$ cat src/rtl/jsu_pkg.sv
// shared types, codes and helper functions for the json string unescape block
package jsu_pkg;

	localparam int LENGTH_BITS_DEF = 16;
	localparam int MAX_RESULTS     = 6;
	localparam int IDX_W           = $clog2(MAX_RESULTS);
	localparam int CNT_W           = $clog2(MAX_RESULTS + 1);

	// input kinds
	localparam logic [1:0] IK_BEGIN = 2'd0;
	localparam logic [1:0] IK_BYTE  = 2'd1;
	localparam logic [1:0] IK_END   = 2'd2;

	// result kinds
	localparam logic [1:0] RK_DATA  = 2'd0;
	localparam logic [1:0] RK_CLOSE = 2'd1;
	localparam logic [1:0] RK_ERROR = 2'd2;

	// error codes
	localparam logic [2:0] ERR_NONE      = 3'd0;
	localparam logic [2:0] ERR_CTRL      = 3'd1;
	localparam logic [2:0] ERR_ESC_END   = 3'd2;
	localparam logic [2:0] ERR_ESC_BAD   = 3'd3;
	localparam logic [2:0] ERR_UNI_TRUNC = 3'd4;
	localparam logic [2:0] ERR_HEX_BAD   = 3'd5;
	localparam logic [2:0] ERR_UNTERM    = 3'd6;

	// source characters
	localparam logic [7:0] CH_QUOTE  = 8'h22;
	localparam logic [7:0] CH_BSLASH = 8'h5C;
	localparam logic [7:0] CH_SLASH  = 8'h2F;
	localparam logic [7:0] CH_LOW_B  = 8'h62;
	localparam logic [7:0] CH_LOW_F  = 8'h66;
	localparam logic [7:0] CH_LOW_N  = 8'h6E;
	localparam logic [7:0] CH_LOW_R  = 8'h72;
	localparam logic [7:0] CH_LOW_T  = 8'h74;
	localparam logic [7:0] CH_LOW_U  = 8'h75;
	localparam logic [7:0] CH_SPACE  = 8'h20;

	// decoded control characters
	localparam logic [7:0] CC_BS = 8'h08;
	localparam logic [7:0] CC_FF = 8'h0C;
	localparam logic [7:0] CC_LF = 8'h0A;
	localparam logic [7:0] CC_CR = 8'h0D;
	localparam logic [7:0] CC_HT = 8'h09;

	localparam logic [20:0] CP_REPLACE = 21'h00FFFD;
	localparam logic [20:0] CP_SUPP    = 21'h010000;
	localparam logic [5:0]  SUR_HIGH   = 6'b110110;
	localparam logic [5:0]  SUR_LOW    = 6'b110111;

	typedef enum logic [3:0] {
		M_IDLE    = 4'd0,
		M_STR     = 4'd1,
		M_ESC     = 4'd2,
		M_HEX1    = 4'd3,
		M_HELD    = 4'd4,
		M_HELD_BS = 4'd5,
		M_HEX2    = 4'd6
	} mode_t;

	typedef struct packed {
		logic [1:0] kind;
		logic [7:0] text_byte;
	} in_beat_t;

	typedef struct packed {
		logic [1:0]  result_kind;
		logic [7:0]  data_byte;
		logic [15:0] string_length;
		logic [2:0]  error_code;
		logic        last_of_run;
	} out_beat_t;

	typedef struct packed {
		logic [1:0] result_kind;
		logic [7:0] data_byte;
		logic [2:0] error_code;
	} entry_t;

	// all results caused by one item
	typedef struct packed {
		logic [CNT_W-1:0]             n;
		entry_t [MAX_RESULTS-1:0]     entries;
		logic [15:0]                  length;
	} burst_t;

	typedef struct packed {
		logic       ok;
		logic [3:0] value;
	} hex_t;

	typedef struct packed {
		logic [2:0]       n;
		logic [3:0][7:0]  bytes;
	} utf8_t;

	function automatic hex_t hex_value(input logic [7:0] b);
		hex_t h;
		h.ok    = 1'b1;
		h.value = 4'd0;
		if (b >= 8'h30 && b <= 8'h39) begin
			h.value = 4'(b - 8'h30);
		end else if (b >= 8'h61 && b <= 8'h66) begin
			h.value = 4'(b - 8'h57);
		end else if (b >= 8'h41 && b <= 8'h46) begin
			h.value = 4'(b - 8'h37);
		end else begin
			h.ok = 1'b0;
		end
		return h;
	endfunction

	function automatic utf8_t utf8_encode(input logic [20:0] cp);
		utf8_t u;
		u.bytes = '0;
		if (cp <= 21'h7F) begin
			u.n        = 3'd1;
			u.bytes[0] = cp[7:0];
		end else if (cp <= 21'h7FF) begin
			u.n        = 3'd2;
			u.bytes[0] = {3'b110, cp[10:6]};
			u.bytes[1] = {2'b10, cp[5:0]};
		end else if (cp <= 21'hFFFF) begin
			u.n        = 3'd3;
			u.bytes[0] = {4'b1110, cp[15:12]};
			u.bytes[1] = {2'b10, cp[11:6]};
			u.bytes[2] = {2'b10, cp[5:0]};
		end else begin
			u.n        = 3'd4;
			u.bytes[0] = {5'b11110, cp[20:18]};
			u.bytes[1] = {2'b10, cp[17:12]};
			u.bytes[2] = {2'b10, cp[11:6]};
			u.bytes[3] = {2'b10, cp[5:0]};
		end
		return u;
	endfunction

endpackage

$ cat src/rtl/json_string_unescape_utf8.sv
// json string unescape to utf-8: input register, decode step and result register
//
// Source beats come in on item (kind, text_byte) under item_valid/item_ready;
// decoded results leave on result under result_valid/result_ready.
// A begin beat opens a string, byte beats carry the source text after the
// opening quote, an end beat marks the end of the text.
// Each source beat yields zero to six results: utf-8 data bytes, then at most
// one close result with the saturated decoded length or one error, with
// last_of_run set on the final result of that beat.
// A beat accepted into the input register is decoded into the result register
// once that register can take it, and its results then leave from there.
// Throughput: one source beat per cycle while each beat yields at most one
// result and the receiver keeps up; a beat with more results holds the result
// register until all are taken, since the output port moves one result per cycle.
// Reset clears the decode state to idle and empties both registers.
// When the receiver stalls, the result register holds its burst and the
// input register holds one further beat, then item_ready drops.
module json_string_unescape_utf8 #(
	parameter int LENGTH_BITS = jsu_pkg::LENGTH_BITS_DEF
) (
	input  logic               clk,
	input  logic               arst_n,
	input  logic               item_valid,
	output logic               item_ready,
	input  jsu_pkg::in_beat_t  item,
	output logic               result_valid,
	input  logic               result_ready,
	output jsu_pkg::out_beat_t result
);
	import jsu_pkg::*;

	logic     valid_s1;
	in_beat_t beat_s1;
	logic     load_ok;
	logic     fire;
	burst_t   burst;

	assign fire       = valid_s1 && load_ok;
	assign item_ready = !valid_s1 || fire;

	always_ff @(posedge clk or negedge arst_n) begin
		if (!arst_n) begin
			valid_s1 <= 1'b0;
		end else if (item_valid && item_ready) begin
			valid_s1 <= 1'b1;
		end else if (fire) begin
			valid_s1 <= 1'b0;
		end
	end

	always_ff @(posedge clk) begin
		if (item_valid && item_ready) begin
			beat_s1 <= item;
		end
	end

	jsu_decode #(
		.LENGTH_BITS(LENGTH_BITS)
	) u_decode (
		.clk   (clk),
		.arst_n(arst_n),
		.beat  (beat_s1),
		.fire  (fire),
		.burst (burst)
	);

	jsu_emit u_emit (
		.clk         (clk),
		.arst_n      (arst_n),
		.burst       (burst),
		.fire        (fire),
		.load_ok     (load_ok),
		.result_valid(result_valid),
		.result_ready(result_ready),
		.result      (result)
	);

endmodule

$ cat src/rtl/jsu_decode.sv
// decode state and the combinational step that turns one source beat into a burst
module jsu_decode #(
	parameter int LENGTH_BITS = jsu_pkg::LENGTH_BITS_DEF
) (
	input  logic              clk,
	input  logic              arst_n,
	input  jsu_pkg::in_beat_t beat,
	input  logic              fire,
	output jsu_pkg::burst_t   burst
);
	import jsu_pkg::*;

	typedef enum logic [2:0] {
		T_NONE,
		T_BYTE,
		T_CP,
		T_CLOSE,
		T_ERR
	} tail_t;

	localparam logic [LENGTH_BITS-1:0] CNT_MAX = '1;

	mode_t                  mode_q, mode_d;
	logic [15:0]            acc_q, acc_d;
	logic [1:0]             cnt_q, cnt_d;
	logic [9:0]             held_q, held_d;
	logic [LENGTH_BITS-1:0] count_q, count_d;

	logic                   prefix;
	tail_t                  tail;
	logic [20:0]            tail_cp;
	logic [7:0]             tail_byte;
	logic [2:0]             tail_err;
	logic                   clear;
	logic                   do_plain, do_esc, do_first;
	logic [15:0]            first_v;
	hex_t                   hv;
	logic [15:0]            acc_shift;
	utf8_t                  enc;
	logic [2:0]             tail_n;
	entry_t [3:0]           tail_e;
	logic [2:0]             add_n;
	logic [LENGTH_BITS:0]   sum;
	logic [LENGTH_BITS-1:0] count_sat;
	logic [31:0]            len32;

	always_comb begin
		mode_d    = mode_q;
		acc_d     = acc_q;
		cnt_d     = cnt_q;
		held_d    = held_q;
		prefix    = 1'b0;
		tail      = T_NONE;
		tail_cp   = '0;
		tail_byte = '0;
		tail_err  = ERR_NONE;
		clear     = 1'b0;
		do_plain  = 1'b0;
		do_esc    = 1'b0;
		do_first  = 1'b0;
		first_v   = '0;
		hv        = hex_value(beat.text_byte);
		acc_shift = {acc_q[11:0], hv.value};

		case (beat.kind)
			IK_BEGIN: begin
				clear = 1'b1;
			end
			IK_BYTE: begin
				unique case (mode_q)
					M_STR: begin
						do_plain = 1'b1;
					end
					M_ESC: begin
						do_esc = 1'b1;
					end
					M_HEX1: begin
						if (!hv.ok) begin
							tail     = T_ERR;
							tail_err = ERR_HEX_BAD;
							clear    = 1'b1;
						end else begin
							acc_d = acc_shift;
							if (cnt_q == 2'd3) begin
								do_first = 1'b1;
								first_v  = acc_shift;
							end else begin
								cnt_d = cnt_q + 2'd1;
							end
						end
					end
					M_HELD: begin
						if (beat.text_byte == CH_BSLASH) begin
							mode_d = M_HELD_BS;
						end else begin
							prefix   = 1'b1;
							do_plain = 1'b1;
						end
					end
					M_HELD_BS: begin
						if (beat.text_byte == CH_LOW_U) begin
							mode_d = M_HEX2;
							acc_d  = '0;
							cnt_d  = '0;
						end else begin
							prefix = 1'b1;
							do_esc = 1'b1;
						end
					end
					M_HEX2: begin
						if (!hv.ok) begin
							prefix   = 1'b1;
							tail     = T_ERR;
							tail_err = ERR_HEX_BAD;
							clear    = 1'b1;
						end else begin
							acc_d = acc_shift;
							if (cnt_q == 2'd3) begin
								if (acc_shift[15:10] == SUR_LOW) begin
									// valid pair, one supplementary code point
									tail    = T_CP;
									tail_cp = CP_SUPP + {1'b0, held_q, acc_shift[9:0]};
									mode_d  = M_STR;
									acc_d   = '0;
									cnt_d   = '0;
									held_d  = '0;
								end else begin
									prefix   = 1'b1;
									held_d   = '0;
									do_first = 1'b1;
									first_v  = acc_shift;
								end
							end else begin
								cnt_d = cnt_q + 2'd1;
							end
						end
					end
					default: begin
					end
				endcase
			end
			IK_END: begin
				unique case (mode_q)
					M_STR: begin
						tail = T_ERR; tail_err = ERR_UNTERM; clear = 1'b1;
					end
					M_ESC: begin
						tail = T_ERR; tail_err = ERR_ESC_END; clear = 1'b1;
					end
					M_HEX1: begin
						tail = T_ERR; tail_err = ERR_UNI_TRUNC; clear = 1'b1;
					end
					M_HELD: begin
						prefix = 1'b1;
						tail = T_ERR; tail_err = ERR_UNTERM; clear = 1'b1;
					end
					M_HELD_BS: begin
						prefix = 1'b1;
						tail = T_ERR; tail_err = ERR_ESC_END; clear = 1'b1;
					end
					M_HEX2: begin
						prefix = 1'b1;
						tail = T_ERR; tail_err = ERR_UNI_TRUNC; clear = 1'b1;
					end
					default: begin
					end
				endcase
			end
			default: begin
			end
		endcase

		if (do_plain) begin
			mode_d = M_STR;
			if (beat.text_byte == CH_QUOTE) begin
				tail  = T_CLOSE;
				clear = 1'b1;
			end else if (beat.text_byte == CH_BSLASH) begin
				mode_d = M_ESC;
			end else if (beat.text_byte < CH_SPACE) begin
				tail     = T_ERR;
				tail_err = ERR_CTRL;
				clear    = 1'b1;
			end else begin
				tail      = T_BYTE;
				tail_byte = beat.text_byte;
			end
		end

		if (do_esc) begin
			mode_d = M_STR;
			tail   = T_BYTE;
			case (beat.text_byte)
				CH_QUOTE:  tail_byte = CH_QUOTE;
				CH_BSLASH: tail_byte = CH_BSLASH;
				CH_SLASH:  tail_byte = CH_SLASH;
				CH_LOW_B:  tail_byte = CC_BS;
				CH_LOW_F:  tail_byte = CC_FF;
				CH_LOW_N:  tail_byte = CC_LF;
				CH_LOW_R:  tail_byte = CC_CR;
				CH_LOW_T:  tail_byte = CC_HT;
				CH_LOW_U: begin
					tail   = T_NONE;
					mode_d = M_HEX1;
					acc_d  = '0;
					cnt_d  = '0;
				end
				default: begin
					tail     = T_ERR;
					tail_err = ERR_ESC_BAD;
					clear    = 1'b1;
				end
			endcase
		end

		if (do_first) begin
			acc_d = '0;
			cnt_d = '0;
			if (first_v[15:10] == SUR_HIGH) begin
				held_d = first_v[9:0];
				mode_d = M_HELD;
			end else begin
				mode_d  = M_STR;
				tail    = T_CP;
				tail_cp = (first_v[15:10] == SUR_LOW) ? CP_REPLACE : {5'd0, first_v};
			end
		end

		if (clear) begin
			acc_d  = '0;
			cnt_d  = '0;
			held_d = '0;
			mode_d = (beat.kind == IK_BEGIN) ? M_STR : M_IDLE;
		end
	end

	// tail results after the optional replacement character
	always_comb begin
		enc    = utf8_encode(tail_cp);
		tail_e = '0;
		tail_n = '0;
		case (tail)
			T_BYTE: begin
				tail_n              = 3'd1;
				tail_e[0].data_byte = tail_byte;
			end
			T_CP: begin
				tail_n = enc.n;
				for (int i = 0; i < 4; i++) begin
					tail_e[i].data_byte = enc.bytes[i];
				end
			end
			T_CLOSE: begin
				tail_n                = 3'd1;
				tail_e[0].result_kind = RK_CLOSE;
			end
			T_ERR: begin
				tail_n                = 3'd1;
				tail_e[0].result_kind = RK_ERROR;
				tail_e[0].error_code  = tail_err;
			end
			default: begin
			end
		endcase
	end

	always_comb begin
		add_n = (prefix ? 3'd3 : 3'd0)
			+ ((tail == T_BYTE || tail == T_CP) ? tail_n : 3'd0);
		sum       = {1'b0, count_q} + (LENGTH_BITS + 1)'(add_n);
		count_sat = sum[LENGTH_BITS] ? CNT_MAX : sum[LENGTH_BITS-1:0];
		count_d   = clear ? '0 : count_sat;
		len32     = 32'(count_sat);

		burst.n       = CNT_W'(add_n) + ((tail == T_CLOSE || tail == T_ERR) ? CNT_W'(1) : '0);
		burst.length  = (len32 > 32'h0000FFFF) ? 16'hFFFF : len32[15:0];
		burst.entries = '0;
		if (prefix) begin
			// replacement character ef bf bd, then the tail
			burst.entries[0].data_byte = 8'hEF;
			burst.entries[1].data_byte = 8'hBF;
			burst.entries[2].data_byte = 8'hBD;
			burst.entries[3]           = tail_e[0];
			burst.entries[4]           = tail_e[1];
			burst.entries[5]           = tail_e[2];
		end else begin
			burst.entries[0] = tail_e[0];
			burst.entries[1] = tail_e[1];
			burst.entries[2] = tail_e[2];
			burst.entries[3] = tail_e[3];
		end
	end

	always_ff @(posedge clk or negedge arst_n) begin
		if (!arst_n) begin
			mode_q  <= M_IDLE;
			acc_q   <= '0;
			cnt_q   <= '0;
			held_q  <= '0;
			count_q <= '0;
		end else if (fire) begin
			mode_q  <= mode_d;
			acc_q   <= acc_d;
			cnt_q   <= cnt_d;
			held_q  <= held_d;
			count_q <= count_d;
		end
	end

endmodule

$ cat src/rtl/jsu_emit.sv
// result register holding one burst and handing it out one beat at a time
module jsu_emit (
	input  logic               clk,
	input  logic               arst_n,
	input  jsu_pkg::burst_t    burst,
	input  logic               fire,
	output logic               load_ok,
	output logic               result_valid,
	input  logic               result_ready,
	output jsu_pkg::out_beat_t result
);
	import jsu_pkg::*;

	burst_t           burst_q;
	logic             busy_q;
	logic [IDX_W-1:0] idx_q;
	entry_t           cur;
	logic             last;

	assign cur  = burst_q.entries[idx_q];
	assign last = (CNT_W'(idx_q) == burst_q.n - CNT_W'(1));

	assign result_valid = busy_q;
	assign load_ok      = !busy_q || (result_ready && last);

	always_comb begin
		result.result_kind   = cur.result_kind;
		result.data_byte     = cur.data_byte;
		result.error_code    = cur.error_code;
		result.string_length = (cur.result_kind == RK_CLOSE) ? burst_q.length : 16'd0;
		result.last_of_run   = last;
	end

	always_ff @(posedge clk or negedge arst_n) begin
		if (!arst_n) begin
			busy_q <= 1'b0;
			idx_q  <= '0;
		end else if (fire) begin
			// an item with no results leaves the register empty
			busy_q <= (burst.n != '0);
			idx_q  <= '0;
		end else if (busy_q && result_ready) begin
			if (last) begin
				busy_q <= 1'b0;
			end else begin
				idx_q <= idx_q + IDX_W'(1);
			end
		end
	end

	always_ff @(posedge clk) begin
		if (fire) begin
			burst_q <= burst;
		end
	end

endmodule
$ cat config.mk
export PLATFORM = sky130hd
export DESIGN_NAME = json_string_unescape_utf8
export DESIGN_NICKNAME = d
export VERILOG_FILES = /design/src/rtl/jsu_pkg.sv /design/src/rtl/json_string_unescape_utf8.sv /design/src/rtl/jsu_decode.sv /design/src/rtl/jsu_emit.sv
export SDC_FILE = /design/constraint.sdc
export NUM_CORES = 1
export LEC_CHECK = 0
export BUFFER_PORTS_ARGS = -buffer_cell sky130_fd_sc_hd__buf_2
export CAP_MARGIN = 30
export CORE_MARGIN = 2
export CORE_UTILIZATION = 42
export CTS_BUF_LIST = sky130_fd_sc_hd__clkbuf_4 sky130_fd_sc_hd__clkbuf_8
export DETAILED_ROUTE_END_ITERATION = 8
export PLACE_DENSITY = 0.59
export SLEW_MARGIN = 20
export SYNTH_ARGS = -nofsm -noshare
export SYNTH_HDL_FRONTEND = slang
export SYNTH_HIERARCHICAL = 1
export SYNTH_SLANG_ARGS = --single-unit
$ cat constraint.sdc
create_clock -name clk -period 14.4 [get_ports clk]
set_input_delay 0 -clock clk [delete_from_list [all_inputs] [get_ports clk]]
set_output_delay 0 -clock clk [all_outputs]
set_load 0.005 [all_outputs]
Yosys cells after proc, flatten, opt, wreduce, memory -nomap -nowiden
Cells that the tools add are included.
{"block": "word_totals", "reg_bits": 153, "input_bits": 14, "output_inout_bits": 32, "wordCells": 269}
{"block": "op_classes", "addsub": 10, "magnitude_cmp": 11, "eq_ne": 33, "muxes": 157, "reduce_logical": 31}
{"operator": "$mux W16", "n": 21}
{"operator": "$mux W21", "n": 7}
{"operator": "$mux W3", "n": 28}
{"operator": "$mux W8", "n": 10}
{"operator": "$mux W10", "n": 7}
{"operator": "$pmux W8 S8", "n": 1}
{"operator": "$eq A8 B7 Y1 const B", "n": 7}
{"operator": "$mux W4", "n": 14}
{"operator": "$pmux W16 S3", "n": 1}
{"operator": "$bmux W13 S3", "n": 1}
{"operator": "$pmux W16 S2", "n": 1}
{"operator": "$mux W1", "n": 31}
{"operator": "$mux W2", "n": 15}
{"operator": "$ne A6 B1 Y1 const B", "n": 5}
{"operator": "$pmux W3 S2", "n": 5}
{"operator": "$mux W24", "n": 1}
{"operator": "$mux W22", "n": 1}
{"operator": "$add A17 B20 Y21 const A", "n": 1}
{"operator": "$le A21 B11 Y1 const B", "n": 1}
{"operator": "$le A21 B16 Y1 const B", "n": 1}
{"operator": "$le A21 B7 Y1 const B", "n": 1}
{"operator": "$eq A6 B6 Y1 const B", "n": 3}
{"operator": "$add A16 B3 Y17", "n": 1}
{"operator": "$eq A8 B6 Y1 const B", "n": 2}
{"operator": "46 further kinds", "n": 76}

Depth between registers and ports, before layout
{"block": "logic_depth", "word_depth": 24, "mapped_depth": 25, "depth_no_buf": 22}

Hierarchy
Netlist, hierarchy kept.
{"mod": "jsu_decode", "n_inst": 1, "cells_each": 736, "area_per_inst_um2": 5388.9, "seq_area_each_um2": 1076.0}
{"mod": "jsu_emit", "n_inst": 1, "cells_each": 212, "area_per_inst_um2": 3992.6, "seq_area_each_um2": 3012.9}
{"mod": "json_string_unescape_utf8", "n_inst": 1, "cells_each": 15, "area_per_inst_um2": 360.3, "seq_area_each_um2": 325.3}

Worst setup path before layout
Ideal clock, no wire load.
{"block": "synth_timing", "path_kind": "flip-flop to flip-flop", "startpoint": "register beat_s1[0] (netlist name)", "endpoint": "register u_decode.count_q[10]", "setup_ps": 77, "arrival_ps": 5204, "required_ps": 14323, "path_slack_ps": 9119, "stages_incl_launch_ff": 25, "path_buffers": 2, "period_less_slack_ps": 5281, "path_cell_list": "edfxtp_1 inv_1 ha_1 or4b_1 and3_1 nor4b_2 o31ai_4 a21oi_4 or2_1 clkbuf_1 a21oi_1 o21bai_1 ha_1 fa_1 inv_1 fa_1 nor2b_1 o21a_1 nand4_1 nor2_1 nand3_1 clkbuf_1 nand3_1 nand2_1 a21oi_1"}
{"block": "synth_between", "elab_chain_len": 23, "word_cells_on_any_way": 101, "classes_between": "add/sub (6); order compare (10); eq/ne (15); mux (63); reduce/logical (7)"}
{"element": "start: declaration", "line": "json_string_unescape_utf8.sv:33", "source": "in_beat_t beat_s1;"}
{"element": "start signal: assignment", "line": "json_string_unescape_utf8.sv:53", "source": "beat_s1 <= item;"}
{"element": "$ge A8 B7 Y1 / $le A8 B7 Y1 (equally long branches)", "line": "jsu_pkg.sv:106", "source": "end else if (b >= 8'h41 && b <= 8'h46) begin"}
{"element": "$logic_and A1 B1 Y1", "line": "jsu_pkg.sv:106"}
{"element": "$mux W4", "line": "jsu_pkg.sv:106"}
{"element": "$mux W4", "line": "jsu_pkg.sv:104", "source": "end else if (b >= 8'h61 && b <= 8'h66) begin"}
{"element": "$mux W4", "line": "jsu_pkg.sv:102", "source": "if (b >= 8'h30 && b <= 8'h39) begin"}
{"element": "$add A17 B20 Y21 / $mux W16 (equally long branches)", "line": "jsu_decode.sv:122, jsu_decode.sv:119"}
{"element": "$mux W21 / $mux W16 (equally long branches)", "line": "jsu_decode.sv:119, jsu_decode.sv:118"}
{"element": "$mux W21 / $mux W16 (equally long branches)", "line": "jsu_decode.sv:118, jsu_decode.sv:111"}
{"element": "[7 not listed]"}
{"element": "$mux W3", "line": "jsu_pkg.sv:120", "source": "end else if (cp <= 21'h7FF) begin"}
{"element": "$mux W3", "line": "jsu_pkg.sv:117", "source": "if (cp <= 21'h7F) begin"}
{"element": "$pmux W3 S2", "line": "jsu_decode.sv:242", "source": "case (tail)"}
{"element": "$mux W3", "line": "jsu_decode.sv:269", "source": "+ ((tail == T_BYTE || tail == T_CP) ? tail_n : 3'd0);"}
{"element": "$add A3 B3 Y3", "line": "jsu_decode.sv:269"}
{"element": "$add A16 B3 Y17", "line": "jsu_decode.sv:270", "source": "sum = {1'b0, count_q} + (LENGTH_BITS + 1)'(add_n);"}
{"element": "$mux W16", "line": "jsu_decode.sv:271", "source": "count_sat = sum[LENGTH_BITS] ? CNT_MAX : sum[LENGTH_BITS-1:0];"}
{"element": "$mux W16 (*)", "line": "jsu_decode.sv:272", "source": "count_d = clear ? '0 : count_sat;"}
{"element": "end signal: assignment", "line": "jsu_decode.sv:306", "source": "count_q <= count_d;"}
{"element": "end: declaration", "line": "jsu_decode.sv:27", "source": "logic [LENGTH_BITS-1:0] count_q, count_d;"}
Mark *: on every way between the ends. The rest lies on a longest branch, timed or not.
A chain may end at the register's enable or synchronous reset.

==> out/qor.txt <==
run status = completed
Area Growth Syn to Fin = 8.84%
Max Slew Vio Count = 0
Clk Latency, worst-skew pair = 470 ps
clk sinks = 155
FF+latch count, synth = 155
CP max stage cell = nor4_1
initial cell density of the core = 42.9%
CTS HTree Levels = 4
Remaining DRCs = 0
fraction of registers with async set/reset = 31.0%
Post-DRT Antenna Nets = 0
post-CTS resize count = 0
Placed Cells incl. Taps = 1245
PwrDens = 166 mW/mm2
leading post-synthesis cells by cell area = edfxtp_1, dfrtp_1, nand2_1
CP max stage delay = 730 ps
maximum clock rate = 0.158 GHz
Synth Instances = 963
first-pass GRT wire length = 39.2 mm
Clock Tree Root = clkbuf_8
Most used DFF post-synth = edfxtp_1
vias per cell = 5.80
critical path class = reg -> reg
cell family with most CP delay = simple AND/OR/NAND/NOR gates
Post-Syn Area = 0.00974 mm2
std cell rows = 55
max-cap viol count = 0
Synth cell types = 104
antenna violations before repair = 0
cells along the critical path = inv_1, ha_1, nand4_1, nor4_1, a221oi_1, o21ai_1, nor3_4, nor2_1, a21oi_1, o21bai_1, ha_1, fa_1, inv_1, fa_1, nor2b_1, o21a_1, nand4_1, nor2_1, nand3_1, o21ai_0, nand3_1, o21ai_0
die area = 0.0244 mm2
setup repair after global routing missed its margin = no
Yosys Warn Count = 6
vias in the first global route = 7192
routed len/inst = 19.2 um
final net count = 1030
Die Y-Extent = 156 um
port bufs = 45
GP Congestion = 0.893
minimum clock period = 6320 ps
Post-synth EDFFs = 107
post-CTS setup buffers = 0
TNS Setup = 0 ps
syn avg cell area = 10.1 um2
CP Buf/Inv Count = 2
Iter 0 DRT Violations = 698
Routed WL = 24.8 mm
total power = 1760 uW
gr usage total = 20.7%
CP arrival = 6710 ps
clk buf depth = 2
Peak VDD IR = 0.0862 mV
Finished Layout Cells = 1292
CTS tree = yes
Final setup viols = 0
grt ovf = 0
largest net degree at the start of global routing = 86
Hold Buf Count CTS = 14
Post-DP HPWL = 17.7 mm
Crit. End Element = flop
crit share post-route = 43.9%
sequential element share of the synthesized area = 45.3%
Least-Margin Pin Slew = 939 ps
Die Wd = 156 um
total number of vias = 7499
critical path launch point type = flop
Hold Violations, Final = 0
post-synth top area share = 33.0%
core area = 0.0227 mm2
Critical Path Fanout Max = 19
Req. time, crit path = 14790 ps
diodes inserted = 0
CTS clk-pin slew, worst paths = 100 ps
Worst Skew = 13.4 ps
first drt pass iteration count = 5
hold crit path type = in -> async
layout cell share with drive strength beyond 1 = 14.0%
CTS buffer count = 17
Synth area leader = edfxtp_1
# IOs = 46
P_leak = 0.00423 uW
Slew HR = 37.4%
sequential cells by signal (all words and copies together), names as in the netlist:
register	count
u_decode/held_q	10
valid_s1	1
u_decode/acc_q	12
u_decode/mode_q	3
u_emit/burst_q	97
u_decode/cnt_q	2
u_emit/idx_q	3
beat_s1	10
u_decode/count_q	16
u_emit/result_valid	1
metal layers:
metal	up-vias	wire, um	track usage (%)
met5	-	0	0
met2	220	11400	32.9
met4	0	481	6.33
met1	3633	11800	29.1
li1	3611	-	-
met3	35	1110	3.35
path summary, 6_finish.rpt:
path | start | to | slack, ps | cells past startpoint
min in group clk | item[8] | beat_s1[8] | 240 | 2
setup reg to reg | beat_s1[9] | u_decode/count_q[2] | 8080 | 22
setup / recovery | beat_s1[9] | u_decode/count_q[2] | 8080 | 22
hold reg to reg | u_decode/count_q[2] | u_decode/count_q[2] | 540 | 2
hold / removal | arst_n | u_decode/count_q[15] | 150 | 3
max in group asynchronous | arst_n | u_emit/idx_q[0] | 13760 | 3
cell usage after synthesis (10+ instances only):
| master | instances |
|---|---|
| a211oi_1 | 14 |
| nor2_1 | 77 |
| inv_1 | 45 |
| a21o_1 | 20 |
| mux4_2 | 11 |
| o21ai_0 | 53 |
| xnor2_1 | 10 |
| ha_1 | 20 |
| dfrtp_1 | 48 |
| and3_1 | 15 |
| nand3_1 | 33 |
| nor2b_1 | 10 |
| mux2i_1 | 17 |
| nor3_1 | 18 |
| edfxtp_1 | 107 |
| a21oi_1 | 56 |
| clkbuf_1 | 25 |
| nand2b_1 | 10 |
| buf_4 | 29 |
| buf_2 | 17 |
| nand2_1 | 84 |
| o22ai_1 | 22 |
| and2_1 | 23 |
stage by stage:
step	utilization, %	hold slack (ps)	worst slack (ps)	area [um2]
4_1_cts	46.6	176	8160	10600
3_5_place_dp	44.1	161	8190	10000
6_report	46.7	154	8080	10600
5_1_grt	46.7	210	7570	10600
2_1_floorplan	-	-296	9120	9830
3_3_place_gp	44.1	167	8270	10000
power by group:
group	internal (uW)	switching (uW)	leakage [uW]
logic	257	397	0.00231
clock network	165	196	0.000214
registers	665	78.1	0.00170
cells in the final DEF, fill, tap and decap left out, drive strengths merged, types with 12 or more instances in the layout:
cell type	n
and3	15
ha	20
nand3	33
dfrtp	48
buf	54
and2	26
o22ai	23
o31ai	12
mux4	12
edfxtp	107
a21oi	58
nor2	78
a21o	20
dlygate4sd3	14
mux2i	17
conb	24
nor3	20
nand2	85
a211oi	15
inv	54
clkbuf	17
o21ai	59
area by class of cell:
class | count | area, um2
repair buffers | 68 | 432
multi-input cells | 706 | 4790
flip-flops and latches | 155 | 4420
fillers | 2149 | 12100
clock inverters | 15 | 201
inverters | 46 | 173
well taps | 285 | 357
clock buffers | 17 | 234
cell families (layout without fill, tap and decap cells):
logic type | after synthesis | after routing | share of synthesized area (%)
compound gates | 277 | 277 | 19.7
xor+xnor | 21 | 21 | 2.11
fa+ha+maj | 22 | 22 | 2.98
buf+inv | 125 | 146 | 6.55
flops | 155 | 155 | 45.3
mux | 36 | 36 | 5.41
other cells | 1 | 24 | 0.0385
simple gates | 326 | 326 | 17.9
worst register-to-register path: stages, from the launching register on:
cell,delay (ps)
edfxtp_1,430
inv_1,100
ha_1,530
nand4_1,220
nor4_1,730
a221oi_1,170
o21ai_1,340
nor3_4,140
nor2_1,310
a21oi_1,110
o21bai_1,200
ha_1,200
fa_1,540
inv_1,70
fa_1,370
nor2b_1,200
o21a_1,200
nand4_1,180
nor2_1,240
nand3_1,460
o21ai_0,290
nand3_1,100
o21ai_0,110
No activity file was read; power rests on OpenSTA's default activity.
